## config.mk

```make
export PLATFORM = sky130hd
export DESIGN_NAME = bpa_head_table
export DESIGN_NICKNAME = d
export VERILOG_FILES = /design/src/hw/rtl/buddy_page_allocator_core_defines.svh /design/src/hw/rtl/bpa_pkg.sv /design/src/hw/rtl/bpa_head_table.sv
export SDC_FILE = /design/constraint.sdc
export NUM_CORES = 1
export LEC_CHECK = 0
export ABC_AREA = 0
export BUFFER_PORTS_ARGS = -buffer_cell sky130_fd_sc_hd__buf_4
export CORE_MARGIN = 5
export CORE_UTILIZATION = 55
export DETAILED_ROUTE_END_ITERATION = 12
export PLACE_DENSITY = 0.75
export SYNTH_ARGS = -nofsm -noshare
export SYNTH_HDL_FRONTEND = slang
export SYNTH_SLANG_ARGS = --single-unit
export TNS_END_PERCENT = 1
```

## constraint.sdc

```tcl
create_clock -name i_clk -period 2.41 [get_ports i_clk]
set_input_delay 0.482 -clock i_clk [delete_from_list [all_inputs] [get_ports i_clk]]
set_output_delay 0.482 -clock i_clk [all_outputs]
set_load 0.01 [all_outputs]
```

## src/hw/rtl/buddy_page_allocator_core_defines.svh

```systemverilog
// Assertion macros for the buddy page allocator core.
// Used by the top level only; no other dependencies.
`ifndef BUDDY_PAGE_ALLOCATOR_CORE_DEFINES_SVH
`define BUDDY_PAGE_ALLOCATOR_CORE_DEFINES_SVH
`ifndef SYNTHESIS
`define BPA_ASSERT(lbl, clk, rst_n, prop) \
    lbl: assert property (@(posedge clk) disable iff (!rst_n) prop) \
        else $error("assertion failed");
`define BPA_NEVER(lbl, clk, rst_n, cond) \
    lbl: assert property (@(posedge clk) disable iff (!rst_n) !(cond)) \
        else $error("forbidden condition seen");
`else
`define BPA_ASSERT(lbl, clk, rst_n, prop)
`define BPA_NEVER(lbl, clk, rst_n, cond)
`endif
`endif

```

## src/hw/rtl/bpa_pkg.sv

```systemverilog
// Shared types, constants and helper functions of the buddy page allocator.
// No dependencies; imported by every module of the block.
package bpa_pkg;

    localparam int ORDER_COUNT = 11;
    localparam int PAGE_COUNT  = 65536;
    localparam int PAGE_W      = 16;
    localparam int LINK_W      = 17;
    localparam int ORD_W       = 4;
    localparam int PAGE_SHIFT  = 12;
    localparam int SIZE_W      = 32;
    localparam int PG_NUM_W    = SIZE_W - PAGE_SHIFT;
    localparam int AORD_W      = 5;

    localparam logic [LINK_W-1:0] NO_LINK = LINK_W'(PAGE_COUNT);
    localparam logic [ORD_W-1:0]  TOP_ORD = ORD_W'(ORDER_COUNT - 1);

    typedef enum logic [1:0] {
        OP_ALLOC = 2'd0,
        OP_FREE  = 2'd1,
        OP_ADD   = 2'd2
    } t_op;

    typedef struct packed {
        logic              alloc;
        logic [ORD_W-1:0]  order;
        logic [LINK_W-1:0] nxt;
        logic [LINK_W-1:0] prv;
    } t_frame;

    typedef struct packed {
        logic              en;
        logic              we;
        logic [PAGE_W-1:0] addr;
        t_frame            wdata;
    } t_mem_req;

    typedef struct packed {
        logic              we;
        logic [ORD_W-1:0]  ord;
        logic [LINK_W-1:0] val;
    } t_head_req;

    function automatic logic link_ok(input logic [LINK_W-1:0] l);
        return l < LINK_W'(PAGE_COUNT);
    endfunction

    // Smallest order whose block covers size bytes (bit length of pages - 1).
    function automatic logic [AORD_W-1:0] alloc_order(input logic [SIZE_W-1:0] size);
        logic [SIZE_W-1:0]   m1;
        logic [PG_NUM_W-1:0] pg;
        logic [AORD_W-1:0]   bl;
        m1 = size - SIZE_W'(1);
        pg = m1[SIZE_W-1:PAGE_SHIFT];
        bl = '0;
        for (int i = 0; i < PG_NUM_W; i++) begin
            if (pg[i]) bl = AORD_W'(i + 1);
        end
        if (size == '0) bl = '0;
        return bl;
    endfunction

    // Largest aligned block at first that still fits in rem pages.
    function automatic logic [ORD_W-1:0] range_order(input logic [LINK_W-1:0] first,
                                                     input logic [LINK_W-1:0] rem);
        logic [ORD_W-1:0] tz;
        logic [ORD_W:0]   fl;
        tz = TOP_ORD;
        for (int i = ORDER_COUNT - 2; i >= 0; i--) begin
            if (first[i]) tz = ORD_W'(i);
        end
        fl = '0;
        for (int i = 0; i < LINK_W; i++) begin
            if (rem[i]) fl = (ORD_W+1)'(i);
        end
        return (fl < {1'b0, tz}) ? fl[ORD_W-1:0] : tz;
    endfunction

endpackage

```

## src/hw/rtl/bpa_head_table.sv

```systemverilog
// Free list heads, one per order, with the search for a non-empty list.
// Depends on bpa_pkg.
module bpa_head_table (
    input  logic                       i_clk,
    input  logic                       i_rst_n,
    input  bpa_pkg::t_head_req         i_req,
    input  logic [bpa_pkg::ORD_W-1:0]  i_rd_ord,
    output logic [bpa_pkg::LINK_W-1:0] o_rd_val,
    input  logic [bpa_pkg::ORD_W-1:0]  i_min_ord,
    output logic                       o_found,
    output logic [bpa_pkg::ORD_W-1:0]  o_found_ord
);
    import bpa_pkg::*;

    logic [LINK_W-1:0] r_head [ORDER_COUNT];

    always_ff @(posedge i_clk) begin
        if (!i_rst_n) begin
            for (int i = 0; i < ORDER_COUNT; i++) r_head[i] <= NO_LINK;
        end else if (i_req.we) begin
            r_head[i_req.ord] <= i_req.val;
        end
    end

    assign o_rd_val = r_head[i_rd_ord];

    // lowest non-empty order at or above the request
    always_comb begin
        o_found     = 1'b0;
        o_found_ord = '0;
        for (int k = ORDER_COUNT - 1; k >= 0; k--) begin
            if (ORD_W'(k) >= i_min_ord && link_ok(r_head[k])) begin
                o_found     = 1'b1;
                o_found_ord = ORD_W'(k);
            end
        end
    end
endmodule

```

==> impl_metrics.toml <==
[clocking]
numCtsBuffers = 26
cts-root-buf = "clkbuf_16"
clk_transition_reported_paths_ns = 0.06
cts_htree_levels = 1
cts_sinks = 272
clockBufferDepth = 3
cts_tree = "yes"
clkLatencyLatePin_ns = 0.52

[final_layout]
n_antenna_cell = 0
instances_no_fill = 1135
drive_above_1_share = 0.2733
post-route-util = 0.6514
largest_register_ffs = 272
fillers = 1392
layout.nets = 872
top_regs = "r_head x272"
largest_register = "r_head"
area_growth_pct = 17.44

[timing]
worst_slew_pin_slew_ns = 0.9016
finalHoldViolCount = 0
setup_viol = 0
holdWs_ns = 0.2280
slew_headroom = 0.3989
fin_worst_skew_ns = 0
fin_ws_ns = 0.0001836
min_period_over_period = 0.9999
max_freq_ghz = 0.4150
slew_violations = 0
rsz0062_at_grt = "yes"
period_needed_ns = 2.410

[synth]
synth_top_cell_by_area = "edfxtp_1"
synth_warnings = 0
syn_inst = 761
syn_area_um2 = 11590
yosysSeqAreaShare = 0.6903
ys_types = 43
syn_nets = 793
synth_area_leaders = "edfxtp_1, mux4_2, nor2_1"
yosysTopAreaCellShare = 0.6609
syn_avg_cell_area_um2 = 15.22
synth_seq_cells = 272

[die]
die_area_um2 = 24070
die_x_um = 155.1
io_pins = 54
core.rowCount = 53
dieHeight_um = 155.1
core_um2 = 20890
start_util = 0.5547

[min_path]
holdCritPathClass = "in -> reg"

[routing]
first_pass_iters = 5
initialDrtViolationCount = 894
route.detailed.wl_per_inst_um = 24.57
via_per_inst = 6.279
drt-total-wl_um = 27880
detail-route-antenna-nets = 0
route.detailed.drc = 0
vias = 7127

[global_routing]
grt_pass1_vias = 7214
grt_max_degree = 37
antenna_found_initial = 0
overflow = 0
grt_pass1_wl_um = 42970
track_usage = 0.2354

[worst_setup_path]
path_buf_inv = 1
path_cells = "mux4_2 > a22oi_1 > nand2_1 > buf_4"
cpLargestDelayFamily = "multiplexers"
r2r_setup_slack_ns = 1.69
end_kind = "primary output"
worstPathRequired_ns = 1.93
worstSetupPathType = "reg -> out"
critical_path.max_fanout = 1
slowest_stage = "mux4_2"
critPathMaxStageDelay_ns = 0.51
start_kind = "register"
critPathArrivalTime_ns = 1.93

[power_and_ir_drop]
leakagePower_uw = 0.004491
power_uw = 10520
peakVddDrop_mv = 0.4124
power_density_nw_per_um2 = 773.2

[place]
pre_cts_ws_ns = -0.04810
dp_hpwl_um = 18650
portBuffers = 53
globalplace.congestion = 0.8616
dp.cells = 1083

[status]
status = "completed"

[run]
cap_violations = 0
==> cells in the final DEF (no fill, tap or decap), types with 2 or more instances in the layout <==
| master | netlist | layout |
|---|---|---|
| nor3b_2 | 0 | 2 |
| a22oi_1 | 34 | 21 |
| o2bb2ai_1 | 2 | 2 |
| clkbuf_16 | 0 | 26 |
| clkbuf_1 | 23 | 7 |
| nand3_2 | 2 | 2 |
| clkinv_2 | 0 | 4 |
| o21ai_0 | 5 | 4 |
| a22oi_2 | 0 | 13 |
| nand2_2 | 3 | 6 |
| mux4_2 | 66 | 67 |
| nand2b_1 | 2 | 2 |
| a21boi_0 | 15 | 15 |
| o21a_1 | 2 | 2 |
| buf_16 | 0 | 3 |
| and2_1 | 3 | 2 |
| buf_4 | 0 | 82 |
| inv_1 | 18 | 18 |
| a21o_1 | 3 | 3 |
| edfxtp_1 | 255 | 255 |
| nand2_1 | 69 | 66 |
| buf_8 | 2 | 2 |
| nor2b_1 | 6 | 6 |
| bufinv_16 | 0 | 4 |
| dfxtp_1 | 17 | 17 |
| nand3_1 | 26 | 26 |
| a221o_1 | 2 | 2 |
| nor3_2 | 1 | 2 |
| nor2_1 | 155 | 155 |
| clkbuf_8 | 0 | 4 |
| buf_6 | 2 | 3 |
| buf_12 | 0 | 8 |
| nand4_1 | 3 | 3 |
| a21oi_1 | 6 | 5 |
==> Yosys cell counts (all sizes together) <==
cell	n
o21ai	5
buf	24
mux2	1
nand4b	1
nand4	3
o22a	1
clkbuf	23
a22oi	34
o2bb2ai	2
mux4	68
a21boi	16
nand2	72
inv	18
dfxtp	17
and2	3
a221o	2
a21o	3
o21a	2
o221ai	1
a31oi	1
nand3b	1
nand2b	2
edfxtp	255
nor2b	6
a22o	1
a21oi	6
a211o	1
or3	1
nor3b	3
o211ai	1
nor2	156
nand3	28
nor3	3
==> per-stage QoR <==
| stage | instance area (um2) | setup TNS, ns |
|---|---|---|
| detailed placement | 12520 | -0.1910 |
| CTS | 13520 | -0.3318 |
| floorplan | 11590 | -1.736 |
| global placement | 12520 | -0.09473 |
| global route | 13610 | -0.2396 |
| finish | 13610 | 0 |
==> final cells by class <==
type / instances / area (um2) / share of cell area
Clock buffer: 37 / 732.0 / 0.05379
Clock inverter: 11 / 168.9 / 0.01241
Inverter: 18 / 67.56 / 0.004966
Multi-Input combinational cell: 424 / 3374 / 0.2480
Sequential cell: 272 / 7998 / 0.5878
Tap cell: 275 / 344.1 / 0.02529
Timing Repair Buffer: 98 / 922.1 / 0.06777
==> path summary, 6_finish.rpt <==
kind,startpoint,cells after the start,end
worst max-delay path,r_head[11][7],4,o_rd_val[7]
worst min-delay path,i_req[14],3,r_head[10][14]
worst max register to register,r_head[10][7],2,r_head[10][7]
worst min register to register,r_head[10][14],2,r_head[10][14]
==> power breakdown <==
| part | switching, uW | leakage [uW] | internal (uW) |
|---|---|---|---|
| registers | 62.5 | 0.00241 | 5340 |
| clock network | 1680 | 0.000442 | 2550 |
| logic | 500 | 0.00164 | 394 |
| total | 2240 | 0.00449 | 8280 |
==> kinds of logic after synthesis <==
family	after synthesis	share of synthesized area
flops	272	0.6903
buf+inv	65	0.02624
mux	69	0.1338
compound gates	76	0.04784
simple gates	279	0.1018
==> metal layers <==
metal	part of all wire	global-route usage	vias to the layer above
li1	-	-	3040
met1	0.38	0.3302	3603
met2	0.49	0.3794	417
met3	0.095	0.04896	67
met4	0.029	0.06854	0
met5	0	0	-
==> repair_timing <==
action / CTS / global route
buffers inserted: 2 / 0
hold buffers: 0 / 0
resized for setup: 4 / 27
endpoints found under the setup margin: 13 / 21
cloned: 2 / 0
pin swaps: 2 / 11
==> tightest hold or removal path: cells and delay by family <==
kind                   cells  cell delay (ns)
AO/OA/AOI/OAI              1             0.07
AND/OR/NAND/NOR            1             0.05
buffers and inverters      1             0.11
(Power assumes the default switching activity.)
